<file path="src/cvm_pkg.sv">
// Shared types, widths, rounding helpers and the back-end step table of the view matrix block.
package cvm_pkg;

  // Fraction bits of every fixed-point value
  localparam int FRAC_BITS = 16;

  // Widths of the internal vectors
  localparam int UNIT_W = FRAC_BITS + 2;   // unit vector component, |v| <= 1.0
  localparam int L_W    = FRAC_BITS + 3;   // left axis component
  localparam int T_W    = FRAC_BITS + 4;   // true up component, widest multiplier operand
  localparam int MAG_W  = 33;              // magnitude of a 33-bit signed difference
  localparam int NUM_W  = FRAC_BITS + 32;  // dividend of the unit vector division
  localparam int ACC_W  = FRAC_BITS + 37;  // product accumulator
  localparam int RND_W  = ACC_W - FRAC_BITS + 1;
  localparam int DCNT_W = $clog2(FRAC_BITS + 1);
  localparam int STEP_W = 5;

  localparam logic [STEP_W-1:0] STEP_LAST = STEP_W'(21);

  typedef logic signed [31:0]       s32_t;
  typedef logic signed [32:0]       s33_t;
  typedef logic signed [UNIT_W-1:0] unit_t;
  typedef logic signed [L_W-1:0]    left_t;
  typedef logic signed [T_W-1:0]    tup_t;
  typedef logic signed [ACC_W-1:0]  acc_t;
  typedef logic signed [RND_W-1:0]  rnd_t;

  // One request on the input side
  typedef struct packed {
    s32_t eye_x;
    s32_t eye_y;
    s32_t eye_z;
    s32_t target_x;
    s32_t target_y;
    s32_t target_z;
    s32_t up_x;
    s32_t up_y;
    s32_t up_z;
  } in_t;

  // One matrix row on the result side
  typedef struct packed {
    logic [1:0] row_index;
    s32_t       col0;
    s32_t       col1;
    s32_t       col2;
    s32_t       col3;
    logic       degenerate;
    logic       last_row;
  } out_t;

  // Classified request held between front and back
  typedef struct packed {
    s32_t [2:0] eye;
    s33_t [2:0] d;
    s33_t [2:0] up;
    logic       degen;
  } item_t;

  // Normalize unit handshake
  typedef struct packed {
    logic       start;
    s33_t [2:0] vec;
  } norm_req_t;

  typedef struct packed {
    logic        done;
    unit_t [2:0] unit;
  } norm_rsp_t;

  // Back-end step table codes
  typedef enum logic [3:0] {
    OPA_F0, OPA_F1, OPA_F2, OPA_L0, OPA_L1, OPA_L2, OPA_T0, OPA_T1, OPA_T2
  } opa_t;

  typedef enum logic [3:0] {
    OPB_N0, OPB_N1, OPB_N2, OPB_F0, OPB_F1, OPB_F2, OPB_E0, OPB_E1, OPB_E2
  } opb_t;

  typedef enum logic [2:0] {
    ST_NONE, ST_L0, ST_L1, ST_L2, ST_T0, ST_T1, ST_T2
  } store_t;

  typedef enum logic [1:0] {
    EM_NONE, EM_ROW0, EM_ROW1, EM_ROW2
  } emit_t;

  typedef struct packed {
    opa_t   a;
    opb_t   b;
    logic   first;
    logic   sub;
    store_t st;
    emit_t  em;
  } ucode_t;

  // Step table: one multiply-accumulate per step; a step that opens a new sum
  // also stores or emits the sum that the accumulator holds from the last one.
  // Left and true up dot sums are accumulated negated so each translation is a plain rounding.
  function automatic ucode_t ucode(input logic [STEP_W-1:0] step);
    ucode_t u;
    unique case (step)
      5'd0:  u = '{OPA_F1, OPB_N2, 1'b1, 1'b0, ST_NONE, EM_NONE};
      5'd1:  u = '{OPA_F2, OPB_N1, 1'b0, 1'b1, ST_NONE, EM_NONE};
      5'd2:  u = '{OPA_F2, OPB_N0, 1'b1, 1'b0, ST_L0,   EM_NONE};
      5'd3:  u = '{OPA_F0, OPB_N2, 1'b0, 1'b1, ST_NONE, EM_NONE};
      5'd4:  u = '{OPA_F0, OPB_N1, 1'b1, 1'b0, ST_L1,   EM_NONE};
      5'd5:  u = '{OPA_F1, OPB_N0, 1'b0, 1'b1, ST_NONE, EM_NONE};
      5'd6:  u = '{OPA_L1, OPB_F2, 1'b1, 1'b0, ST_L2,   EM_NONE};
      5'd7:  u = '{OPA_L2, OPB_F1, 1'b0, 1'b1, ST_NONE, EM_NONE};
      5'd8:  u = '{OPA_L2, OPB_F0, 1'b1, 1'b0, ST_T0,   EM_NONE};
      5'd9:  u = '{OPA_L0, OPB_F2, 1'b0, 1'b1, ST_NONE, EM_NONE};
      5'd10: u = '{OPA_L0, OPB_F1, 1'b1, 1'b0, ST_T1,   EM_NONE};
      5'd11: u = '{OPA_L1, OPB_F0, 1'b0, 1'b1, ST_NONE, EM_NONE};
      5'd12: u = '{OPA_L0, OPB_E0, 1'b1, 1'b1, ST_T2,   EM_NONE};
      5'd13: u = '{OPA_L1, OPB_E1, 1'b0, 1'b1, ST_NONE, EM_NONE};
      5'd14: u = '{OPA_L2, OPB_E2, 1'b0, 1'b1, ST_NONE, EM_NONE};
      5'd15: u = '{OPA_T0, OPB_E0, 1'b1, 1'b1, ST_NONE, EM_ROW0};
      5'd16: u = '{OPA_T1, OPB_E1, 1'b0, 1'b1, ST_NONE, EM_NONE};
      5'd17: u = '{OPA_T2, OPB_E2, 1'b0, 1'b1, ST_NONE, EM_NONE};
      5'd18: u = '{OPA_F0, OPB_E0, 1'b1, 1'b0, ST_NONE, EM_ROW1};
      5'd19: u = '{OPA_F1, OPB_E1, 1'b0, 1'b0, ST_NONE, EM_NONE};
      5'd20: u = '{OPA_F2, OPB_E2, 1'b0, 1'b0, ST_NONE, EM_NONE};
      5'd21: u = '{OPA_F0, OPB_N0, 1'b1, 1'b0, ST_NONE, EM_ROW2};
      default: u = '{OPA_F0, OPB_N0, 1'b1, 1'b0, ST_NONE, EM_NONE};
    endcase
    return u;
  endfunction

  // Shift right by FRAC_BITS, rounding half away from zero
  function automatic rnd_t sround(input acc_t v);
    logic [ACC_W:0] half;
    logic [ACC_W:0] s;
    half = (ACC_W + 1)'(1) << (FRAC_BITS - 1);
    s = {v[ACC_W-1], v} + half - (ACC_W + 1)'(v[ACC_W-1]);
    return rnd_t'(s[ACC_W:FRAC_BITS]);
  endfunction

  // Saturate to the signed 32-bit range
  function automatic s32_t sat32(input rnd_t v);
    s32_t r;
    if (v[RND_W-1:31] == '0 || v[RND_W-1:31] == '1) begin
      r = s32_t'(v[31:0]);
    end else if (v[RND_W-1]) begin
      r = 32'sh8000_0000;
    end else begin
      r = 32'sh7FFF_FFFF;
    end
    return r;
  endfunction

endpackage

</file>
<file path="src/cvm_norm.sv">
// Normalize unit: scales a vector, takes its length by a bit-serial square root
// and divides each component by it, one quotient bit per cycle.
module cvm_norm import cvm_pkg::*; (
  input  logic      clk,
  input  logic      rst,
  input  norm_req_t req,
  output norm_rsp_t rsp
);

  typedef enum logic [6:0] {
    N_IDLE  = 7'b0000001,
    N_SHIFT = 7'b0000010,
    N_SQ    = 7'b0000100,
    N_SQRT  = 7'b0001000,
    N_PREP  = 7'b0010000,
    N_DIV   = 7'b0100000,
    N_DONE  = 7'b1000000
  } nstate_t;

  nstate_t                 state;
  logic [MAG_W-1:0]        mag [3];
  logic [2:0]              neg;
  logic [63:0]             acc;
  logic [1:0]              idx;
  logic [63:0]             rbit;
  logic [63:0]             res;
  logic [NUM_W-1:0]        dsr;
  logic [NUM_W-1:0]        rem [3];
  logic [FRAC_BITS:0]      quo [3];
  logic [DCNT_W-1:0]       dcnt;

  logic [MAG_W-1:0] top;
  logic [30:0]      mag_sel;
  logic [61:0]      sq;
  logic [64:0]      trial;
  logic             ge;
  logic [31:0]      len;
  logic             load;

  assign top     = mag[0] | mag[1] | mag[2];
  assign mag_sel = mag[idx][30:0];
  assign sq      = 62'(mag_sel) * 62'(mag_sel);
  assign trial   = {1'b0, res} + {1'b0, rbit};
  assign ge      = {1'b0, acc} >= trial;
  assign len     = res[31:0];
  assign load    = req.start && (state == N_IDLE || state == N_DONE);

  // Signed unit components from the quotients
  always_comb begin
    rsp.done = (state == N_DONE);
    for (int i = 0; i < 3; i++) begin
      rsp.unit[i] = neg[i] ? -UNIT_W'(quo[i]) : UNIT_W'(quo[i]);
    end
  end

  // Sequence the normalize steps
  always_ff @(posedge clk) begin
    if (rst) begin
      state <= N_IDLE;
    end else begin
      unique case (state)
        N_IDLE:  if (load) state <= N_SHIFT;
        N_SHIFT: if (top[32:31] == 2'b00 && top[30]) state <= N_SQ;
        N_SQ:    if (idx == 2'd2) state <= N_SQRT;
        N_SQRT:  if (rbit[0]) state <= N_PREP;
        N_PREP:  state <= N_DIV;
        N_DIV:   if (dcnt == '0) state <= N_DONE;
        N_DONE:  state <= load ? N_SHIFT : N_IDLE;
        default: state <= N_IDLE;
      endcase
    end
  end

  // Datapath
  always_ff @(posedge clk) begin
    if (load) begin
      for (int i = 0; i < 3; i++) begin
        mag[i] <= req.vec[i][32] ? MAG_W'(-req.vec[i]) : MAG_W'(req.vec[i]);
        neg[i] <= req.vec[i][32];
      end
    end
    unique case (state)
      N_SHIFT: begin
        // Bring the largest magnitude into [2^30, 2^31)
        if (top[32:31] != 2'b00) begin
          for (int i = 0; i < 3; i++) begin
            mag[i] <= mag[i] >> 1;
          end
        end else if (!top[30]) begin
          for (int i = 0; i < 3; i++) begin
            mag[i] <= mag[i] << 1;
          end
        end
        acc <= '0;
        idx <= 2'd0;
      end
      N_SQ: begin
        // Accumulate the sum of squares
        acc  <= acc + 64'(sq);
        idx  <= idx + 2'd1;
        res  <= '0;
        rbit <= 64'(1) << 62;
      end
      N_SQRT: begin
        // One root bit per cycle
        if (ge) begin
          acc <= acc - trial[63:0];
          res <= (res >> 1) + rbit;
        end else begin
          res <= res >> 1;
        end
        rbit <= rbit >> 2;
      end
      N_PREP: begin
        // Load rounded dividends and the aligned divisor
        for (int i = 0; i < 3; i++) begin
          rem[i] <= NUM_W'({mag[i][30:0], FRAC_BITS'(0)}) + NUM_W'(len >> 1);
          quo[i] <= '0;
        end
        dsr  <= {len, FRAC_BITS'(0)};
        dcnt <= DCNT_W'(FRAC_BITS);
      end
      N_DIV: begin
        // One quotient bit per cycle in each lane
        for (int i = 0; i < 3; i++) begin
          if (rem[i] >= dsr) begin
            rem[i] <= rem[i] - dsr;
            quo[i] <= {quo[i][FRAC_BITS-1:0], 1'b1};
          end else begin
            quo[i] <= {quo[i][FRAC_BITS-1:0], 1'b0};
          end
        end
        dsr  <= dsr >> 1;
        dcnt <= dcnt - DCNT_W'(1);
      end
      default: begin
      end
    endcase
  end

endmodule

</file>
<file path="config.mk">
export PLATFORM = sky130hd
export DESIGN_NAME = cvm_norm
export DESIGN_NICKNAME = d
export VERILOG_FILES = /design/src/cvm_pkg.sv /design/src/cvm_norm.sv
export SDC_FILE = /design/constraint.sdc
export NUM_CORES = 2
export LEC_CHECK = 0
export BUFFER_PORTS_ARGS = -buffer_cell sky130_fd_sc_hd__buf_2
export CAP_MARGIN = 20
export CELL_PAD_IN_SITES_DETAIL_PLACEMENT = 0
export CELL_PAD_IN_SITES_GLOBAL_PLACEMENT = 1
export CORE_MARGIN = 1
export CORE_UTILIZATION = 50
export DETAILED_ROUTE_END_ITERATION = 7
export PLACE_DENSITY_LB_ADDON = 0.2
export REMOVE_ABC_BUFFERS = 1
export SYNTH_ARGS = -nofsm -noshare
export SYNTH_HDL_FRONTEND = slang
export SYNTH_SLANG_ARGS = --single-unit
</file>
<file path="constraint.sdc">
create_clock -name clk -period 27.6 [get_ports clk]
set_input_delay 5.52 -clock clk [delete_from_list [all_inputs] [get_ports clk]]
set_output_delay 5.52 -clock clk [all_outputs]
set_load 0.01 [all_outputs]
</file>
==> impl_results.md <==
- Vias in the first global route: between 50k and 60k
- WL final: 230000 µm
- TritonCTS Buffers: 61
- Top delay family on crit path: adder cells
- Largest net degree at the start of global routing: 93
- Clock root buffer: clkbuf_16
- Cell count after synthesis: about 8.2k
- Die area: between 100000 and 150000 µm²
- Flops & latches, synth: approximately 520
- Cell seen most often among critical-path stages: fa_1
- Tightest Hold Check Type: register to register
- Top-count cell post-synth: inv_1
- Grt ovf: 0
- CTS resizes: 0
- Vias/cell: 5.87
- Global-route track usage on met1: 0.457
- FFs w/ async S/R, synth: 0
- Met3 GRT Util: 0.0472
- Final worst clock skew: around 36 ps
- Crit path DAT: roughly 11000 ps
- Number of synthesized flops with an enable pin: between 500 and 600
- Avg Synthesized Cell Area: ~8.8 µm²
- Category of the most critical setup path: register to register
- WL/cell: roughly 23 µm
- Fin crit period: 11030 ps
- DP Wirelength: roughly 180000 µm
- CTS clock-pin slew for the worst setup and hold paths: 70 ps
- Post-CTS Hold Buffers: 0
- RSZ-0062 raised after global routing: no
- Final worst path period share: 0.400
- Critical Path Start Type: register
- First-pass GRT wire length: about 350000 µm
- CP bufs+invs: 7
- Hold Startpoint: quo[2][0]$_SDFFE_PP0P_
- Finished Cell Area: about 77000 µm²
- Pre-antenna DRT Iters: 8
- Failing checks: design-rule violations
- Area after DPL: ~75000 µm²
- IO Pins: between 150 and 200
- Total global routing track utilization: 0.315
- Clock sink total: about 520
- Layout cells sized above 1: 0.0535
- N_diodes: 0
- Remaining antenna violation count: 0
- FILL cells: between 10k and 15k
- Netlist cell types: between 90 and 100
- CP max FO: 31
- Die W: 382 µm
- Htree depth: 2
- Placer congestion estimate: 0.964
- Post-synthesis sequential area ratio: 0.215
- Synth top area share: 0.223
- Via count: 59.5k
- DRC: 26
- Register area: 15500 µm²
- Num rows: between 100 and 150
- Post-synthesis cell area: between 70000 and 80000 µm²
- Worst Max-Slew Pin Slew: ~1100 ps
- CP max-delay cell: clkinv_1
- Clock latency on the worst-skew pair: approximately 690 ps
- Area contributors post-synth: fa_1 22%, edfxtp_1 21%, ha_1 10%
- Slew HR: 0.248
- Final hold violations: 0
- First DRT Iteration DRCs: between 5k and 6k
- Die height: roughly 380 µm
- Max-cap viol count: 0
- Fin Setup TNS: 0 ps
- Worst EP required: 27960 ps
- Core Region: 144000 µm²
- Clk buf depth: 3
- Fin. max-slew vios: 0
- Most Crowded Layer GR: met2
- Outcome: complete, but fails checks
- Initial core utilization: 0.504
- I/O Buffers: approximately 160
- Synth top cells by count: 1149 x inv_1, 858 x nand2_1, 806 x fa_1
- Finish-stage setup viols: 0
- Multi-input gate area in the final layout: between 50000 and 60000 µm²
- CTS tree: built
- YS warnings: 0
- GRT met2 Usage: 0.492
- F_max: between 0.09 and 0.1 GHz
- Layout area overhead: 6.58%
- Top cell type by total area after synthesis: fa_1
- Nets: just under 10k
- Post-synth top flop: edfxtp_1
- Post-CTS Setup Bufs: 0
- CP peak stage delay: 770 ps
- Antenna violations before repair: 7
- Worst Setup End Kind: register
metrics by stage:
stage,setup WS [ps],hold slack [ps],utilization,std cells
3_5_place_dp,16780,555,0.522,10000
5_1_grt,16040,569,0.537,10100
3_3_place_gp,16880,547,0.522,10000
6_report,16570,559,0.537,10100
2_1_floorplan,16770,449,-,7863
4_1_cts,16690,550,0.536,10100
final timing paths:
path / to / slack [ps] / cells past startpoint
min: quo[2][0]$_SDFFE_PP0P_ / 560 / 2
max reg2reg: acc[63]$_DFFE_PP_ / 16570 / 30
min reg2reg: quo[2][0]$_SDFFE_PP0P_ / 560 / 2
max: acc[63]$_DFFE_PP_ / 16570 / 30
placed cells by master, fill, tap and decap left out, types with 98 or more instances in the layout:
cell      instances
o21ai_0         504
buf_2           156
ha_1            596
nand2_1         852
a21oi_1         509
edfxtp_1        511
nor3_1           98
fa_1            806
nor2_1          689
inv_1          1148
xnor2_1         306
xor2_1          296
a21o_1          182
and2_1          109
sequential cells by signal (all words and copies together), names as in the netlist, named ones only:
signal / flops
rbit: 32
state: 7
quo: 51
res: 64
neg: 3
mag: 99
rem: 144
dcnt: 5
dsr: 48
idx: 2
acc: 64
logic make-up (layout without fill, tap and decap cells):
kind of cell,count (synthesis),after routing,synth area share
XOR/XNOR,602,602,0.0729
buffers and inverters,1493,1520,0.0784
adder cells (fa/ha/maj),1402,1402,0.326
flip-flops,521,521,0.215
AND/OR/NAND/NOR,2281,2281,0.143
AO/OA/AOI/OAI,1856,1856,0.158
multiplexers,46,46,0.00647
cell type report:
type                            instances  area share
Clock buffer                           78      0.0222
Clock inverter                         33     0.00412
Inverter                             1155      0.0563
Multi-Input combinational cell       6187       0.665
Sequential cell                       521       0.202
Tap cell                             1903      0.0309
Timing Repair Buffer                  254      0.0200
metal layers:
layer  routed length [µm]  share of wire
met1               103000           0.45
met2               103000           0.45
met3                17700          0.077
met4                 6700          0.029
met5                   21       0.000091
worst reg2reg max path, delay by kind of cell, from the launching register on:
kind	cells	cell delay (ps)
muxes	1	200
DFF	1	310
and+or+nand+nor	5	1420
adders and majority gates	9	4430
buffers and inverters	7	1850
xor gates and xnor gates	1	170
AOI/OAI and AO/OA	7	2330
Power is not shown: default switching activity piles up to over one toggle a cycle in this logic, so the estimate is an artifact.
