[src/cvm_pkg.sv]
// Shared types, widths, rounding helpers and the back-end step table of the view matrix block.
package cvm_pkg;

  // Fraction bits of every fixed-point value
  localparam int FRAC_BITS = 16;

  // Widths of the internal vectors
  localparam int UNIT_W = FRAC_BITS + 2;   // unit vector component, |v| <= 1.0
  localparam int L_W    = FRAC_BITS + 3;   // left axis component
  localparam int T_W    = FRAC_BITS + 4;   // true up component, widest multiplier operand
  localparam int MAG_W  = 33;              // magnitude of a 33-bit signed difference
  localparam int NUM_W  = FRAC_BITS + 32;  // dividend of the unit vector division
  localparam int ACC_W  = FRAC_BITS + 37;  // product accumulator
  localparam int RND_W  = ACC_W - FRAC_BITS + 1;
  localparam int DCNT_W = $clog2(FRAC_BITS + 1);
  localparam int STEP_W = 5;

  localparam logic [STEP_W-1:0] STEP_LAST = STEP_W'(21);

  typedef logic signed [31:0]       s32_t;
  typedef logic signed [32:0]       s33_t;
  typedef logic signed [UNIT_W-1:0] unit_t;
  typedef logic signed [L_W-1:0]    left_t;
  typedef logic signed [T_W-1:0]    tup_t;
  typedef logic signed [ACC_W-1:0]  acc_t;
  typedef logic signed [RND_W-1:0]  rnd_t;

  // One request on the input side
  typedef struct packed {
    s32_t eye_x;
    s32_t eye_y;
    s32_t eye_z;
    s32_t target_x;
    s32_t target_y;
    s32_t target_z;
    s32_t up_x;
    s32_t up_y;
    s32_t up_z;
  } in_t;

  // One matrix row on the result side
  typedef struct packed {
    logic [1:0] row_index;
    s32_t       col0;
    s32_t       col1;
    s32_t       col2;
    s32_t       col3;
    logic       degenerate;
    logic       last_row;
  } out_t;

  // Classified request held between front and back
  typedef struct packed {
    s32_t [2:0] eye;
    s33_t [2:0] d;
    s33_t [2:0] up;
    logic       degen;
  } item_t;

  // Normalize unit handshake
  typedef struct packed {
    logic       start;
    s33_t [2:0] vec;
  } norm_req_t;

  typedef struct packed {
    logic        done;
    unit_t [2:0] unit;
  } norm_rsp_t;

  // Back-end step table codes
  typedef enum logic [3:0] {
    OPA_F0, OPA_F1, OPA_F2, OPA_L0, OPA_L1, OPA_L2, OPA_T0, OPA_T1, OPA_T2
  } opa_t;

  typedef enum logic [3:0] {
    OPB_N0, OPB_N1, OPB_N2, OPB_F0, OPB_F1, OPB_F2, OPB_E0, OPB_E1, OPB_E2
  } opb_t;

  typedef enum logic [2:0] {
    ST_NONE, ST_L0, ST_L1, ST_L2, ST_T0, ST_T1, ST_T2
  } store_t;

  typedef enum logic [1:0] {
    EM_NONE, EM_ROW0, EM_ROW1, EM_ROW2
  } emit_t;

  typedef struct packed {
    opa_t   a;
    opb_t   b;
    logic   first;
    logic   sub;
    store_t st;
    emit_t  em;
  } ucode_t;

  // Step table: one multiply-accumulate per step; a step that opens a new sum
  // also stores or emits the sum that the accumulator holds from the last one.
  // Left and true up dot sums are accumulated negated so each translation is a plain rounding.
  function automatic ucode_t ucode(input logic [STEP_W-1:0] step);
    ucode_t u;
    unique case (step)
      5'd0:  u = '{OPA_F1, OPB_N2, 1'b1, 1'b0, ST_NONE, EM_NONE};
      5'd1:  u = '{OPA_F2, OPB_N1, 1'b0, 1'b1, ST_NONE, EM_NONE};
      5'd2:  u = '{OPA_F2, OPB_N0, 1'b1, 1'b0, ST_L0,   EM_NONE};
      5'd3:  u = '{OPA_F0, OPB_N2, 1'b0, 1'b1, ST_NONE, EM_NONE};
      5'd4:  u = '{OPA_F0, OPB_N1, 1'b1, 1'b0, ST_L1,   EM_NONE};
      5'd5:  u = '{OPA_F1, OPB_N0, 1'b0, 1'b1, ST_NONE, EM_NONE};
      5'd6:  u = '{OPA_L1, OPB_F2, 1'b1, 1'b0, ST_L2,   EM_NONE};
      5'd7:  u = '{OPA_L2, OPB_F1, 1'b0, 1'b1, ST_NONE, EM_NONE};
      5'd8:  u = '{OPA_L2, OPB_F0, 1'b1, 1'b0, ST_T0,   EM_NONE};
      5'd9:  u = '{OPA_L0, OPB_F2, 1'b0, 1'b1, ST_NONE, EM_NONE};
      5'd10: u = '{OPA_L0, OPB_F1, 1'b1, 1'b0, ST_T1,   EM_NONE};
      5'd11: u = '{OPA_L1, OPB_F0, 1'b0, 1'b1, ST_NONE, EM_NONE};
      5'd12: u = '{OPA_L0, OPB_E0, 1'b1, 1'b1, ST_T2,   EM_NONE};
      5'd13: u = '{OPA_L1, OPB_E1, 1'b0, 1'b1, ST_NONE, EM_NONE};
      5'd14: u = '{OPA_L2, OPB_E2, 1'b0, 1'b1, ST_NONE, EM_NONE};
      5'd15: u = '{OPA_T0, OPB_E0, 1'b1, 1'b1, ST_NONE, EM_ROW0};
      5'd16: u = '{OPA_T1, OPB_E1, 1'b0, 1'b1, ST_NONE, EM_NONE};
      5'd17: u = '{OPA_T2, OPB_E2, 1'b0, 1'b1, ST_NONE, EM_NONE};
      5'd18: u = '{OPA_F0, OPB_E0, 1'b1, 1'b0, ST_NONE, EM_ROW1};
      5'd19: u = '{OPA_F1, OPB_E1, 1'b0, 1'b0, ST_NONE, EM_NONE};
      5'd20: u = '{OPA_F2, OPB_E2, 1'b0, 1'b0, ST_NONE, EM_NONE};
      5'd21: u = '{OPA_F0, OPB_N0, 1'b1, 1'b0, ST_NONE, EM_ROW2};
      default: u = '{OPA_F0, OPB_N0, 1'b1, 1'b0, ST_NONE, EM_NONE};
    endcase
    return u;
  endfunction

  // Shift right by FRAC_BITS, rounding half away from zero
  function automatic rnd_t sround(input acc_t v);
    logic [ACC_W:0] half;
    logic [ACC_W:0] s;
    half = (ACC_W + 1)'(1) << (FRAC_BITS - 1);
    s = {v[ACC_W-1], v} + half - (ACC_W + 1)'(v[ACC_W-1]);
    return rnd_t'(s[ACC_W:FRAC_BITS]);
  endfunction

  // Saturate to the signed 32-bit range
  function automatic s32_t sat32(input rnd_t v);
    s32_t r;
    if (v[RND_W-1:31] == '0 || v[RND_W-1:31] == '1) begin
      r = s32_t'(v[31:0]);
    end else if (v[RND_W-1]) begin
      r = 32'sh8000_0000;
    end else begin
      r = 32'sh7FFF_FFFF;
    end
    return r;
  endfunction

endpackage

[src/cvm_back.sv]
// Back end: for a regular request runs the normalize unit twice, then builds
// the cross products and translations on one MAC unit and sends the rows.
module cvm_back import cvm_pkg::*; (
  input  logic      clk,
  input  logic      rst,
  input  item_t     q_item,
  input  logic      q_empty,
  output logic      q_pop,
  output norm_req_t nreq,
  input  norm_rsp_t nrsp,
  output out_t      result,
  output logic      empty,
  input  logic      pop
);

  typedef enum logic [4:0] {
    B_IDLE   = 5'b00001,
    B_NORM_F = 5'b00010,
    B_NORM_N = 5'b00100,
    B_MAC    = 5'b01000,
    B_ZERO   = 5'b10000
  } bstate_t;

  bstate_t           state;
  s32_t  [2:0]       eye;
  s33_t  [2:0]       upv;
  unit_t [2:0]       f;
  unit_t [2:0]       n;
  left_t [2:0]       l;
  tup_t  [2:0]       t;
  acc_t              acc;
  logic [STEP_W-1:0] step;
  logic [1:0]        zrow;
  logic              out_valid;

  ucode_t            uc;
  tup_t              opa;
  s32_t              opb;
  logic signed [T_W+31:0] prod;
  acc_t              acc_next;
  rnd_t              rnd;
  logic              can_emit;
  logic              mac_emit;
  logic              advance;
  logic              zero_emit;
  out_t              row;

  assign uc       = ucode(step);
  assign can_emit = !out_valid || pop;
  assign mac_emit = (state == B_MAC) && (uc.em != EM_NONE);
  assign advance  = (state == B_MAC) && (can_emit || uc.em == EM_NONE);
  assign zero_emit = (state == B_ZERO) && can_emit;
  assign empty    = !out_valid;
  assign q_pop    = (state == B_IDLE) && !q_empty;

  // Start the normalize unit on forward, then on up
  always_comb begin
    nreq.start = ((state == B_IDLE) && !q_empty && !q_item.degen) ||
                 ((state == B_NORM_F) && nrsp.done);
    nreq.vec   = (state == B_IDLE) ? q_item.d : upv;
  end

  // Select multiplier operands
  always_comb begin
    unique case (uc.a)
      OPA_F0:  opa = T_W'(f[0]);
      OPA_F1:  opa = T_W'(f[1]);
      OPA_F2:  opa = T_W'(f[2]);
      OPA_L0:  opa = T_W'(l[0]);
      OPA_L1:  opa = T_W'(l[1]);
      OPA_L2:  opa = T_W'(l[2]);
      OPA_T0:  opa = t[0];
      OPA_T1:  opa = t[1];
      OPA_T2:  opa = t[2];
      default: opa = '0;
    endcase
    unique case (uc.b)
      OPB_N0:  opb = 32'(n[0]);
      OPB_N1:  opb = 32'(n[1]);
      OPB_N2:  opb = 32'(n[2]);
      OPB_F0:  opb = 32'(f[0]);
      OPB_F1:  opb = 32'(f[1]);
      OPB_F2:  opb = 32'(f[2]);
      OPB_E0:  opb = eye[0];
      OPB_E1:  opb = eye[1];
      OPB_E2:  opb = eye[2];
      default: opb = '0;
    endcase
  end

  // Multiply-accumulate and round the finished sum
  assign prod     = opa * opb;
  assign acc_next = (uc.first ? '0 : acc) + (uc.sub ? -ACC_W'(prod) : ACC_W'(prod));
  assign rnd      = sround(acc);

  // Assemble the outgoing row
  always_comb begin
    row.degenerate = 1'b0;
    row.col3       = sat32(rnd);
    row.row_index  = 2'd0;
    row.last_row   = 1'b0;
    row.col0       = 32'(l[0]);
    row.col1       = 32'(l[1]);
    row.col2       = 32'(l[2]);
    if (state == B_ZERO) begin
      row.row_index  = zrow;
      row.col0       = '0;
      row.col1       = '0;
      row.col2       = '0;
      row.col3       = '0;
      row.degenerate = 1'b1;
      row.last_row   = (zrow == 2'd2);
    end else begin
      unique case (uc.em)
        EM_ROW1: begin
          row.row_index = 2'd1;
          row.col0      = 32'(t[0]);
          row.col1      = 32'(t[1]);
          row.col2      = 32'(t[2]);
        end
        EM_ROW2: begin
          row.row_index = 2'd2;
          row.col0      = -(32'(f[0]));
          row.col1      = -(32'(f[1]));
          row.col2      = -(32'(f[2]));
          row.last_row  = 1'b1;
        end
        default: begin
        end
      endcase
    end
  end

  // Sequence the back end
  always_ff @(posedge clk) begin
    if (rst) begin
      state <= B_IDLE;
    end else begin
      unique case (state)
        B_IDLE: begin
          if (!q_empty) begin
            state <= q_item.degen ? B_ZERO : B_NORM_F;
          end
        end
        B_NORM_F: if (nrsp.done) state <= B_NORM_N;
        B_NORM_N: if (nrsp.done) state <= B_MAC;
        B_MAC:    if (advance && step == STEP_LAST) state <= B_IDLE;
        B_ZERO:   if (zero_emit && zrow == 2'd2) state <= B_IDLE;
        default:  state <= B_IDLE;
      endcase
    end
  end

  // Hold the request and the intermediate vectors
  always_ff @(posedge clk) begin
    if (q_pop) begin
      eye  <= q_item.eye;
      upv  <= q_item.up;
      zrow <= 2'd0;
    end
    if (state == B_NORM_F && nrsp.done) begin
      f <= nrsp.unit;
    end
    if (state == B_NORM_N && nrsp.done) begin
      n    <= nrsp.unit;
      step <= '0;
    end
    if (zero_emit) begin
      zrow <= zrow + 2'd1;
    end
    if (advance) begin
      acc  <= acc_next;
      step <= step + STEP_W'(1);
      case (uc.st)
        ST_L0:   l[0] <= L_W'(rnd);
        ST_L1:   l[1] <= L_W'(rnd);
        ST_L2:   l[2] <= L_W'(rnd);
        ST_T0:   t[0] <= T_W'(rnd);
        ST_T1:   t[1] <= T_W'(rnd);
        ST_T2:   t[2] <= T_W'(rnd);
        default: begin
        end
      endcase
    end
  end

  // Output register: load a row, drop it when taken
  always_ff @(posedge clk) begin
    if (rst) begin
      out_valid <= 1'b0;
    end else if ((mac_emit && can_emit) || zero_emit) begin
      out_valid <= 1'b1;
    end else if (pop) begin
      out_valid <= 1'b0;
    end
  end

  always_ff @(posedge clk) begin
    if ((mac_emit && can_emit) || zero_emit) begin
      result <= row;
    end
  end

endmodule

[config.mk]
export PLATFORM = sky130hd
export DESIGN_NAME = cvm_back
export DESIGN_NICKNAME = d
export VERILOG_FILES = /design/src/cvm_pkg.sv /design/src/cvm_back.sv
export SDC_FILE = /design/constraint.sdc
export NUM_CORES = 2
export LEC_CHECK = 0
export BUFFER_PORTS_ARGS = -buffer_cell sky130_fd_sc_hd__buf_2
export CAP_MARGIN = 25
export CORE_ASPECT_RATIO = 1.2
export CORE_MARGIN = 2
export CORE_UTILIZATION = 35
export DETAILED_ROUTE_END_ITERATION = 10
export GPL_TIMING_DRIVEN = 0
export HOLD_SLACK_MARGIN = 0.05
export PLACE_DENSITY_LB_ADDON = 0.12
export SLEW_MARGIN = 20
export SYNTH_ARGS = -nofsm -noshare
export SYNTH_HDL_FRONTEND = slang
export SYNTH_SLANG_ARGS = --single-unit
[constraint.sdc]
create_clock -name clk -period 19.5 [get_ports clk]
set_input_delay 1.95 -clock clk [delete_from_list [all_inputs] [get_ports clk]]
set_output_delay 1.95 -clock clk [all_outputs]
set_load 0.005 [all_outputs]
==> flow_summary.ini <==
[cells_and_area]
nNetsFinal = 7530
synthToLayoutAreaGrowth_pct = 16.4
final_layout_size_suffix_gt1_share_pct = 14.9
final_layout_fill_cell_count = 16000
footprint_of_the_multi_input_gates_sq_um = 33800
final-instance-count-excl-fill = 8418
utilization_pct = 41.0
sequential_cell_area_sq_um = 18800

[route]
drtAntennaViolNets = 0
wl_microns = 209000
drc = 0
drt_pass1_iterations = 7
first_iter_violations = 4033
drt-wirelength-per-cell_microns = 24.8
vias = 44600
routed_via_density = 5.30

[placed_design]
place.port_buffers = 587
finalWeightedCongestion = 0.942
place.detailed.hpwl_microns = 172000
placed_cells_incl_taps = 8275

[min_path]
whs_path_cells = 2
hold_path_class = flip-flop to flip-flop
min_delay_worst_endpoint = result[131]
min_from = zrow[1]

[synth]
yosys-top-cells-area = edfxtp_1 33%, fa_1 23%, ha_1 6.7%
synth_cells = 5511
ys.warnings.count = 0
mappedNetlistNets = 6803
synth_async_sr_flop_share_pct = 0
synth_top_area_share_pct = 32.6
ys_top_cells_by_count = 848 x inv_1, 638 x fa_1, 612 x edfxtp_1
post-synth-top-count-cell = inv_1
synth.avg_cell_area_sq_um = 10.2
post_synth_num_cell_types = 91
synthDominantAreaCellType = edfxtp_1
synth_edf_count = 612
synth_area_sq_um = 56400
dominantRegCellSynth = edfxtp_1
ys_seq_area_share_pct = 33.3
synth-seq-cells = 633

[clock_tree]
total_clock_buffers_created_by_cts = 76
cts_setup_buffers = 0
worstSkewPairLatency_ps = 720
tritoncts_clock_tree = yes
clock-root-buffer = clkbuf_16
max-clock-path-buffers = 3
postCtsResizedCells = 0
cts.clk_slew.worst_paths_ps = 60
ctsHtreeMaxLevel = 3
ctsHoldBuffers = 0
clock_sinks = 633

[worst_setup_path]
critical_path.slowest_cell = clkbuf_1
ff2ff_path_depth = 49
critical_path.max_fanout = 10
criticalPathCategory = flip-flop to flip-flop
setup.worst_path.end_class = flip-flop
r2r_slack_ps = 3830
cp_top_family = adder cells
worst_r2r_endpoint = acc[50]
path_buf_inv = 12
worst-endpoint-required_ps = 19870
critical_path_depth = 49
critical_path.max_stage_delay_ps = 780
critical_path.reg2reg.startpoint = uc[11]
start_kind = flip-flop
worst-endpoint-arrival_ps = 16040

[floorplan]
floorplan.die.width_microns = 371
floorplan.rows = 161
floorplan.io_pins = 588
floorplan.core_area_sq_um = 160000
initial_utilization_pct = 35.2
die_height_microns = 444
dieArea_sq_um = 164000

[timing]
worst-slew-pin-transition_ps = 1140
slew-limit-headroom_pct = 23.7
layout_min_cycle_time_ps = 15670
slew_viol_final = 0
final.setup.tns_ps = 0
final_hold_slack_ps = 553
final.setup_skew_ps = 105
final.period_utilization_pct = 80.4
rsz0062_at_grt = no
clock.fmax_ghz = 0.0638
setup_violations = 0
report.final.hold_viol_count = 0

[global_routing]
grt_max_degree = 52
grt_pass1_wl_microns = 308000
vias_in_the_first_global_route = 45800
global_routing_usage_summed_across_all_routing_layers_pct = 25.4
initial_antenna_violation_count = 3
grt_overflow_total = 0

[outcome]
outcome = finished, final reports clean

[pwr]
vdd_drop_max_mv = 0.0669
pwr_density_cell_nw_per_um2 = 65.5
static-leakage-power_uw = 0.0280
total_power_uw = 4300

[run]
maxCapViolCount = 0
-- layout by cell type, fill, tap and decap left out, types with 24 or more instances in the layout --
master     Yosys  final
a211o_1       26     26
a211oi_1     110     98
a21o_1        53     53
a21oi_1      228    227
a22oi_1      113    113
and2_1        43     43
buf_2          1    596
clkbuf_1     241    259
clkbuf_16      0     76
edfxtp_1     612    612
fa_1         638    638
ha_1         300    300
inv_1        848    845
mux2_2       108    108
mux2i_1       61     61
nand2_1      558    558
nand2b_1      37     37
nand3_1       70     70
nor2_1       506    505
nor2b_1       73     73
nor3_1        69     62
o21a_1        26     26
o21ai_0      116    116
o21bai_1      32     32
o31ai_1       28     24
xnor2_1      156    155
xor2_1        67     67
-- report_power, final --
group,internal [uW],total (uW),switching (uW)
sequential,1550,1560,16.1
combinational,484,1260,773
clock,853,1480,626
-- sequential cells by signal, summed over array words and instances, names as in the netlist --
register and count:
state 5, f 54, uc 15, eye 96
out_valid 1, l 57, acc 53, zrow 2
t 60, n 54, step 5, result 132
upv 99
-- metal layers --
metal | GRT usage, % | up-vias | share of wire, %
met3 | 3.40 | 349 | 7.1
met4 | 8.32 | 0 | 3.7
met2 | 42.4 | 1876 | 48
li1 | - | 20000 | -
met5 | 0 | - | 0
met1 | 33.9 | 22300 | 41
-- worst max path at each step --
stage,startpoint,end,slack [ps]
final,uc[11],acc[50],3830
after global routing,uc[7],acc[50],3010
after CTS,uc[7],acc[50],3760
after detailed placement,uc[7],acc[50],3950
after global placement,q_empty,q_pop,1730
after floorplan,uc[7],acc[50],7060
-- layout make-up --
class | count | area share (%)
Antenna cell | 2 | 0.00762
Buffer | 249 | 1.43
Clock buffer | 95 | 3.02
Clock inverter | 42 | 0.901
Inverter | 848 | 4.85
Multi-Input combinational cell | 3781 | 51.5
Sequential cell | 633 | 28.6
Tap cell | 2119 | 4.04
Timing Repair Buffer | 649 | 5.66
-- per-stage QoR --
| stage | setup WS, ps | area, sq um |
|---|---|---|
| after floorplan | 7060 | 56400 |
| after CTS | 3760 | 65600 |
| after global routing | 3010 | 65700 |
| after detailed placement | 3950 | 63100 |
| after global placement | 1730 | 62000 |
| final | 3830 | 65700 |
-- worst reg2reg max path: cells and delay by family (launching register included) --
kind | cells | cell delay (ps)
buf+inv | 12 | 3180
xor+xnor | 2 | 370
fa+ha+maj | 9 | 4080
simple gates | 11 | 3520
compound gates | 15 | 3830
flops | 1 | 370
-- cells by family after synthesis --
logic type                 share of synthesized area, %
AOI/OAI and AO/OA                                  11.3
muxes                                              3.32
and+or+nand+nor                                    12.0
buffers and inverters                              7.31
DFF                                                33.3
xor gates and xnor gates                           3.46
adders and majority gates                          29.3
Power figures use the tool's default switching activity.
