**src/cvm_pkg.sv**
```systemverilog
// Shared types, widths, rounding helpers and the back-end step table of the view matrix block.
package cvm_pkg;

  // Fraction bits of every fixed-point value
  localparam int FRAC_BITS = 16;

  // Widths of the internal vectors
  localparam int UNIT_W = FRAC_BITS + 2;   // unit vector component, |v| <= 1.0
  localparam int L_W    = FRAC_BITS + 3;   // left axis component
  localparam int T_W    = FRAC_BITS + 4;   // true up component, widest multiplier operand
  localparam int MAG_W  = 33;              // magnitude of a 33-bit signed difference
  localparam int NUM_W  = FRAC_BITS + 32;  // dividend of the unit vector division
  localparam int ACC_W  = FRAC_BITS + 37;  // product accumulator
  localparam int RND_W  = ACC_W - FRAC_BITS + 1;
  localparam int DCNT_W = $clog2(FRAC_BITS + 1);
  localparam int STEP_W = 5;

  localparam logic [STEP_W-1:0] STEP_LAST = STEP_W'(21);

  typedef logic signed [31:0]       s32_t;
  typedef logic signed [32:0]       s33_t;
  typedef logic signed [UNIT_W-1:0] unit_t;
  typedef logic signed [L_W-1:0]    left_t;
  typedef logic signed [T_W-1:0]    tup_t;
  typedef logic signed [ACC_W-1:0]  acc_t;
  typedef logic signed [RND_W-1:0]  rnd_t;

  // One request on the input side
  typedef struct packed {
    s32_t eye_x;
    s32_t eye_y;
    s32_t eye_z;
    s32_t target_x;
    s32_t target_y;
    s32_t target_z;
    s32_t up_x;
    s32_t up_y;
    s32_t up_z;
  } in_t;

  // One matrix row on the result side
  typedef struct packed {
    logic [1:0] row_index;
    s32_t       col0;
    s32_t       col1;
    s32_t       col2;
    s32_t       col3;
    logic       degenerate;
    logic       last_row;
  } out_t;

  // Classified request held between front and back
  typedef struct packed {
    s32_t [2:0] eye;
    s33_t [2:0] d;
    s33_t [2:0] up;
    logic       degen;
  } item_t;

  // Normalize unit handshake
  typedef struct packed {
    logic       start;
    s33_t [2:0] vec;
  } norm_req_t;

  typedef struct packed {
    logic        done;
    unit_t [2:0] unit;
  } norm_rsp_t;

  // Back-end step table codes
  typedef enum logic [3:0] {
    OPA_F0, OPA_F1, OPA_F2, OPA_L0, OPA_L1, OPA_L2, OPA_T0, OPA_T1, OPA_T2
  } opa_t;

  typedef enum logic [3:0] {
    OPB_N0, OPB_N1, OPB_N2, OPB_F0, OPB_F1, OPB_F2, OPB_E0, OPB_E1, OPB_E2
  } opb_t;

  typedef enum logic [2:0] {
    ST_NONE, ST_L0, ST_L1, ST_L2, ST_T0, ST_T1, ST_T2
  } store_t;

  typedef enum logic [1:0] {
    EM_NONE, EM_ROW0, EM_ROW1, EM_ROW2
  } emit_t;

  typedef struct packed {
    opa_t   a;
    opb_t   b;
    logic   first;
    logic   sub;
    store_t st;
    emit_t  em;
  } ucode_t;

  // Step table: one multiply-accumulate per step; a step that opens a new sum
  // also stores or emits the sum that the accumulator holds from the last one.
  // Left and true up dot sums are accumulated negated so each translation is a plain rounding.
  function automatic ucode_t ucode(input logic [STEP_W-1:0] step);
    ucode_t u;
    unique case (step)
      5'd0:  u = '{OPA_F1, OPB_N2, 1'b1, 1'b0, ST_NONE, EM_NONE};
      5'd1:  u = '{OPA_F2, OPB_N1, 1'b0, 1'b1, ST_NONE, EM_NONE};
      5'd2:  u = '{OPA_F2, OPB_N0, 1'b1, 1'b0, ST_L0,   EM_NONE};
      5'd3:  u = '{OPA_F0, OPB_N2, 1'b0, 1'b1, ST_NONE, EM_NONE};
      5'd4:  u = '{OPA_F0, OPB_N1, 1'b1, 1'b0, ST_L1,   EM_NONE};
      5'd5:  u = '{OPA_F1, OPB_N0, 1'b0, 1'b1, ST_NONE, EM_NONE};
      5'd6:  u = '{OPA_L1, OPB_F2, 1'b1, 1'b0, ST_L2,   EM_NONE};
      5'd7:  u = '{OPA_L2, OPB_F1, 1'b0, 1'b1, ST_NONE, EM_NONE};
      5'd8:  u = '{OPA_L2, OPB_F0, 1'b1, 1'b0, ST_T0,   EM_NONE};
      5'd9:  u = '{OPA_L0, OPB_F2, 1'b0, 1'b1, ST_NONE, EM_NONE};
      5'd10: u = '{OPA_L0, OPB_F1, 1'b1, 1'b0, ST_T1,   EM_NONE};
      5'd11: u = '{OPA_L1, OPB_F0, 1'b0, 1'b1, ST_NONE, EM_NONE};
      5'd12: u = '{OPA_L0, OPB_E0, 1'b1, 1'b1, ST_T2,   EM_NONE};
      5'd13: u = '{OPA_L1, OPB_E1, 1'b0, 1'b1, ST_NONE, EM_NONE};
      5'd14: u = '{OPA_L2, OPB_E2, 1'b0, 1'b1, ST_NONE, EM_NONE};
      5'd15: u = '{OPA_T0, OPB_E0, 1'b1, 1'b1, ST_NONE, EM_ROW0};
      5'd16: u = '{OPA_T1, OPB_E1, 1'b0, 1'b1, ST_NONE, EM_NONE};
      5'd17: u = '{OPA_T2, OPB_E2, 1'b0, 1'b1, ST_NONE, EM_NONE};
      5'd18: u = '{OPA_F0, OPB_E0, 1'b1, 1'b0, ST_NONE, EM_ROW1};
      5'd19: u = '{OPA_F1, OPB_E1, 1'b0, 1'b0, ST_NONE, EM_NONE};
      5'd20: u = '{OPA_F2, OPB_E2, 1'b0, 1'b0, ST_NONE, EM_NONE};
      5'd21: u = '{OPA_F0, OPB_N0, 1'b1, 1'b0, ST_NONE, EM_ROW2};
      default: u = '{OPA_F0, OPB_N0, 1'b1, 1'b0, ST_NONE, EM_NONE};
    endcase
    return u;
  endfunction

  // Shift right by FRAC_BITS, rounding half away from zero
  function automatic rnd_t sround(input acc_t v);
    logic [ACC_W:0] half;
    logic [ACC_W:0] s;
    half = (ACC_W + 1)'(1) << (FRAC_BITS - 1);
    s = {v[ACC_W-1], v} + half - (ACC_W + 1)'(v[ACC_W-1]);
    return rnd_t'(s[ACC_W:FRAC_BITS]);
  endfunction

  // Saturate to the signed 32-bit range
  function automatic s32_t sat32(input rnd_t v);
    s32_t r;
    if (v[RND_W-1:31] == '0 || v[RND_W-1:31] == '1) begin
      r = s32_t'(v[31:0]);
    end else if (v[RND_W-1]) begin
      r = 32'sh8000_0000;
    end else begin
      r = 32'sh7FFF_FFFF;
    end
    return r;
  endfunction

endpackage

```
**src/cvm_queue.sv**
```systemverilog
// Two-entry queue of classified requests between front and back ends.
module cvm_queue import cvm_pkg::*; (
  input  logic  clk,
  input  logic  rst,
  input  logic  wr,
  input  item_t wdata,
  output logic  full,
  output logic  empty,
  input  logic  rd,
  output item_t rdata
);

  item_t      mem [2];
  logic       wptr;
  logic       rptr;
  logic [1:0] cnt;

  assign full  = (cnt == 2'd2);
  assign empty = (cnt == 2'd0);
  assign rdata = mem[rptr];

  // Store payload
  always_ff @(posedge clk) begin
    if (wr) begin
      mem[wptr] <= wdata;
    end
  end

  // Advance pointers and fill count
  always_ff @(posedge clk) begin
    if (rst) begin
      wptr <= 1'b0;
      rptr <= 1'b0;
      cnt  <= 2'd0;
    end else begin
      if (wr) begin
        wptr <= ~wptr;
      end
      if (rd) begin
        rptr <= ~rptr;
      end
      if (wr && !rd) begin
        cnt <= cnt + 2'd1;
      end else if (rd && !wr) begin
        cnt <= cnt - 2'd1;
      end
    end
  end

endmodule

```
**config.mk**
```make
export PLATFORM = sky130hd
export DESIGN_NAME = cvm_queue
export DESIGN_NICKNAME = d
export VERILOG_FILES = /design/src/cvm_pkg.sv /design/src/cvm_queue.sv
export SDC_FILE = /design/constraint.sdc
export NUM_CORES = 1
export LEC_CHECK = 0
export CAP_MARGIN = 30
export CORE_AREA = 3 3 326 199
export CTS_BUF_LIST = sky130_fd_sc_hd__clkbuf_8
export CTS_CLUSTER_SIZE = 40
export DETAILED_ROUTE_END_ITERATION = 10
export DIE_AREA = 0 0 329 202
export DONT_BUFFER_PORTS = 1
export PLACE_DENSITY = 0.59
export SETUP_SLACK_MARGIN = 0.3
export SYNTH_ARGS = -nofsm -noshare
export SYNTH_HDL_FRONTEND = slang
export SYNTH_SLANG_ARGS = --single-unit
export TNS_END_PERCENT = 50
```
**constraint.sdc**
```tcl
create_clock -name clk -period 36.6 [get_ports clk]
set_input_delay 3.66 -clock clk [delete_from_list [all_inputs] [get_ports clk]]
set_output_delay 3.66 -clock clk [all_outputs]
set_load 0.05 [all_outputs]
```
==> flow_metrics.tcl, run 1 <==
set metrics [dict create \
    synth_nets 1240 \
    setup_viol 0 \
    crit_required_ns 32.94 \
    yosys_register_bits 595 \
    core_area_um2 62270 \
    ys_types 17 \
    yosys_warnings 0 \
    gp_congestion 0.7947 \
    cts_tree "done" \
    dp_cells 1756 \
    violations "max-slew violations" \
    diodes 0 \
    grt_max_degree 177 \
    ctsRootBufferMaster "clkbuf_8" \
    fin_ws_ns 29.26 \
    hp-class "reg -> reg" \
    numCtsBuffers 86 \
    max-vdd-ir-drop_mv 0.03733 \
    r2r_start "wptr" \
    die_w_um 329 \
    fmax_mhz 136.3 \
    crit_type "reg -> out" \
    hold_slack_ns 0.5192 \
    ctsResizeCount 0 \
    area_growth_pct 11.33 \
    min_period_over_period 0.2004 \
    clkLatencyLatePin_ns 0.64 \
    worst_slew_pin_slew_ns 1.561 \
    grt_remaining_overflow 0 \
    synth_top_flop_cell "edfxtp_1" \
    htreeDepth 3 \
    start_util 0.3479 \
    met3_usage 0.07176 \
    synth-edff-count 590 \
    grt_antenna_before_repair 1 \
    critPathLaunchType "flop" \
    avgSynthCellArea_um2 23.05 \
    fp.dieH_um 202 \
    slew_headroom -0.04085 \
    syn-cell-area_um2 21670 \
    leakagePower_nw 7.791 \
    top_usage_layer "met2" \
    tns_ns 0 \
    syn_inst 940 \
    dp_hpwl_um 29200 \
    cts_hold_buf 0 \
    end_kind "primary output" \
    drt-initial-drc-count 665 \
    worstPathArrival_ns 3.68 \
    clkSinkCount 595 \
    crit_end "rdata[292]" \
    cellPowerDensity_nw_per_um2 63.06 \
    skew_ns 0.01666 \
    rsz0062_at_grt "no" \
    port_buffers 0 \
    path_clk_slew_ns 0.06 \
    globalRouteMet1Util 0.1415 \
    drive_gt1_frac 0.3843 \
    final_nets 1306 \
    gr-usage-met2 0.2085 \
    maxCapViolCount 0 \
    rows 71 \
    pin_count 596 \
    final_antenna_net_count 0 \
    postCtsSetupRepairBufs 0 \
    slew_violations 50 \
    wl_per_cell_um 23.03 \
    fin_crit_ns 7.336 \
    reg2reg_depth 3 \
    crit_fanout 69 \
    grt_pass1_vias 9427 \
    reg2reg_to "mem[1][102]" \
    clockBufferDepth 3 \
    status "finished with violations" \
    fillerInstances 5506 \
    num_vias 8906 \
    fin_util 0.3873 \
    dp_slack_ns 29.57 \
    route.detailed.drc 0 \
    grt_usage 0.1281 \
    die_area_um2 66460 \
    finalHoldViolCount 0 \
    first_pass_iters 4 \
    r2r_slack_ns 33.67 \
    synth_seq_area_share 0.8224 \
    avgViaCountPerCell 4.660 \
    stdcell_count 1911 \
    routed_wl_um 44000 \
    grt_pass1_wl_um 63110 \
    ys_async_sr_fraction 0 \
]
routing by layer:
layer	share of wire	vias to the layer above
li1	-	3887
met1	0.37	4545
met2	0.49	395
met3	0.12	79
met4	0.022	0
met5	0	-
critical path, cell delays in order (launching register included):
cell     delay, ns
dfxtp_4       0.90
buf_4         0.76
buf_4         0.35
buf_16        0.30
mux2_2        0.52
cell families after synthesis:
group	after synthesis	share of synthesized area
flops	595	0.8224
mux	295	0.1568
buf+inv	34	0.01617
simple gates	9	0.002022
xor+xnor	4	0.001617
compound gates	2	0.0004616
fa+ha+maj	1	0.0005774
cell usage after synthesis (2+ instances only):
cell type  instances  area [um2]
buf_6             29       326.6
mux2_2           274        3085
nor2b_1            2       12.51
edfxtp_1         590       17720
nor2_1             5       18.77
xor2_1             2       17.52
dfxtp_1            5       100.1
mux2_4            20       300.3
buf_2              4       20.02
xnor2_1            2       17.52
cell usage in the layout (no fill, tap or decap), types with 2 or more instances in the layout:
master,synthesis,layout
clkinv_4,0,2
bufinv_16,0,3
xor2_1,2,2
clkinv_1,0,23
clkinvlp_4,0,3
mux2_4,20,20
edfxtp_1,590,590
clkbuf_8,0,90
xnor2_1,2,2
inv_1,1,28
buf_4,0,7
mux2_2,274,274
dfxtp_1,5,4
buf_12,0,2
buf_16,0,2
clkinv_2,0,5
nor2_1,5,5
flip-flops by register name, summed over array words and instances, names as in the netlist, named ones only:
name  count
rptr      1
wptr      1
mem     590
cnt       2
cell type report:
cell class	count	area [um2]	area share
Tap cell	839	1050	0.04352
Inverter	1	3.754	0.0001556
Multi-Input combinational cell	311	3508	0.1455
Timing Repair Buffer	11	147.6	0.006121
Clock buffer	90	1239	0.05135
Clock inverter	64	351.6	0.01458
Sequential cell	595	17820	0.7388
how the worst min path moves through the flow:
stage / from / end / slack (ns) / cells after the start
3_3_place_gp: cnt[1] / cnt[1] / 0.48 / 2
6_report: rptr / flop / 0.52 / 2
3_5_place_dp: rptr / flop / 0.51 / 2
2_1_floorplan: cnt[1] / cnt[1] / 0.46 / 2
5_1_grt: cnt[1] / cnt[1] / 0.55 / 2
4_1_cts: cnt[1] / cnt[1] / 0.52 / 2
through the flow:
stage               power (mW)  cell area (um2)
floorplan                1.043            21670
global placement         1.049            22480
detailed placement       1.051            22500
CTS                      1.547            24090
global route             1.587            24120
finish                   1.521            24120
power breakdown:
part | switching [mW] | leakage [nW] | total [mW] | internal (mW)
combinational | 0.182 | 1.31 | 0.225 | 0.0435
sequential | 0.0115 | 5.58 | 0.809 | 0.797
clock | 0.238 | 0.902 | 0.487 | 0.249
total | 0.431 | 7.79 | 1.52 | 1.09
Note: power is estimated with default switching activity, not from simulation.
==> run 2, diff against run 1 <==
--- a/config.mk
+++ b/config.mk
@@ -5,6 +5,7 @@
 export SDC_FILE = /design/constraint.sdc
 export NUM_CORES = 1
 export LEC_CHECK = 0
+export ABC_AREA = 1
 export CAP_MARGIN = 30
 export CORE_AREA = 3 3 326 199
 export CTS_BUF_LIST = sky130_fd_sc_hd__clkbuf_8
==> constraint.sdc (replaced) <==
create_clock -name clk -period 7.3 [get_ports clk]
set_input_delay 0.73 -clock clk [delete_from_list [all_inputs] [get_ports clk]]
set_output_delay 0.73 -clock clk [all_outputs]
set_load 0.05 [all_outputs]
==> flow_metrics.tcl, run 2 <==
set metrics [dict create \
    first_pass_iters 4 \
    netlist_top_cells_count "edfxtp_1, mux2_2, buf_6" \
    fmax_mhz 271.0 \
    grt_usage 0.1277 \
    ctsResizeCount 0 \
    stdcell_count 1905 \
    path_clk_slew_ns 0.06 \
    num_vias 8767 \
    rows 71 \
    ys_types 17 \
    tns_ns 0 \
    clkLatencyLatePin_ns 0.63 \
    route.detailed.drc 0 \
    port_buffers 0 \
    pin_count 596 \
    r2r_start "wptr" \
    min_period_over_period 0.5056 \
    final_common_cell "edfxtp_1" \
    crit_end "rdata[254]" \
    maxCapViolCount 0 \
    grt_remaining_overflow 0 \
    yosys_register_bits 595 \
    crit_required_ns 6.57 \
    clockBufferDepth 3 \
    fin_util 0.3856 \
    yosys-top-cells-area "edfxtp_1, mux2_2, buf_6" \
    synth_nets 1251 \
    wl_per_cell_um 23.12 \
    skew_ns 0.01594 \
    worstPathArrival_ns 2.96 \
    cts_hold_buf 0 \
    htreeDepth 3 \
    rsz0062_at_grt "no" \
    syn-cell-area_um2 21690 \
    hp-class "in -> reg" \
    synth_top_flop_cell "edfxtp_1" \
    synth-edff-count 590 \
    reg2reg_depth 3 \
    grt_max_degree 157 \
    fp.dieH_um 202 \
    numCtsBuffers 85 \
    gp_congestion 0.8125 \
    yosys_warnings 0 \
    final_antenna_net_count 0 \
    dp_cells 1764 \
    drive_gt1_frac 0.3856 \
    top_regs "mem: 590 flops, cnt: 2 flops" \
    leakagePower_nw 7.746 \
    postCtsSetupRepairBufs 0 \
    grt_antenna_before_repair 0 \
    ys_async_sr_fraction 0 \
    max-vdd-ir-drop_mv 0.1704 \
    r2r_slack_ns 5.04 \
    ctsRootBufferMaster "clkbuf_8" \
    worst_slew_pin_slew_ns 1.192 \
    crit_type "reg -> out" \
    slew_violations 0 \
    reg2reg_to "mem[1][263]" \
    final_nets 1312 \
    cellPowerDensity_nw_per_um2 307.9 \
    clkSinkCount 595 \
    largest_reg_flops 590 \
    avgSynthCellArea_um2 22.80 \
    synth.largest_area_cell "edfxtp_1" \
    syn_inst 951 \
    status "finished, final reports clean" \
    dp_slack_ns 4.331 \
    die_w_um 329 \
    area_growth_pct 10.74 \
    final_cell_mix "edfxtp_1, mux2_2, clkbuf_8" \
    diodes 0 \
    grt_pass1_vias 9462 \
    grt_pass1_wl_um 62850 \
    final_cell_area_um2 24020 \
    finalHoldViolCount 0 \
    postPlaceCellArea_um2 22530 \
    routed_wl_um 44050 \
    start_util 0.3483 \
    die_area_um2 66460 \
    yosys.cell_count.top_type "edfxtp_1" \
    drt-initial-drc-count 567 \
    fin_ws_ns 3.609 \
    end_kind "primary output" \
    power_mw 7.394 \
    avgViaCountPerCell 4.602 \
    fin_crit_ns 3.691 \
    dp_hpwl_um 29860 \
    hold_slack_ns 0.1552 \
    largest_register "mem" \
    yosys.area.top_type_share 0.8169 \
    synth_seq_area_share 0.8216 \
    crit_fanout 150 \
    core_area_um2 62270 \
    setup_viol 0 \
    critPathLaunchType "flop" \
    slew_headroom 0.2050 \
    cts_tree "done" \
]
run 2: cell count changes after synthesis, sizes merged, moves of 2 or more:
| cell | delta |
|---|---|
| xor2 | -2 |
| nand2 | +5 |
| nor2b | -2 |
| inv | +8 |
| nor2 | +2 |
run 2: how the worst min path moves through the flow:
stage          from  endpoint  slack [ns]  cells past startpoint
2_1_floorplan  rptr      flop        0.48                      2
6_report        rst      flop        0.16                      1
4_1_cts         rst      flop        0.04                      1
3_5_place_dp   rptr      flop        0.50                      2
3_3_place_gp   rptr      rptr        0.50                      2
5_1_grt         rst      flop        0.06                      1
run 2: cell type report:
class,instances,area (um2)
fill,5537,38260
sequential,595,17820
multi-input combinational,314,3497
clock buffer,89,1225
tap,839,1050
clock inverter,52,259.0
timing repair buffer,7,122.6
inverter,9,41.29
run 2: routing by layer:
layer | GRT usage | vias up | part of all wire
met5 | 0 | - | 0
met1 | 0.1355 | 4412 | 0.35
met3 | 0.07069 | 77 | 0.12
met4 | 0.04791 | 0 | 0.025
met2 | 0.2128 | 373 | 0.50
li1 | - | 3905 | -
run 2: cells by family after synthesis:
logic type                 share of synthesized area
and+or+nand+nor                             0.002827
xor gates and xnor gates                   0.0004039
muxes                                         0.1566
buffers and inverters                        0.01754
DFF                                           0.8216
AOI/OAI and AO/OA                          0.0004611
adders and majority gates                  0.0005768
run 2: report_power, final:
group | total [mW] | leakage (nW) | internal [mW] | switching (mW)
logic | 1.05 | 1.32 | 0.207 | 0.846
registers | 4.02 | 5.58 | 3.97 | 0.0549
clock network | 2.32 | 0.846 | 1.16 | 1.16
run 2: worst max-delay path: stages, from the launching register on:
cell,delay (ns)
dfxtp_4,0.76
buf_12,0.50
mux2_2,0.57
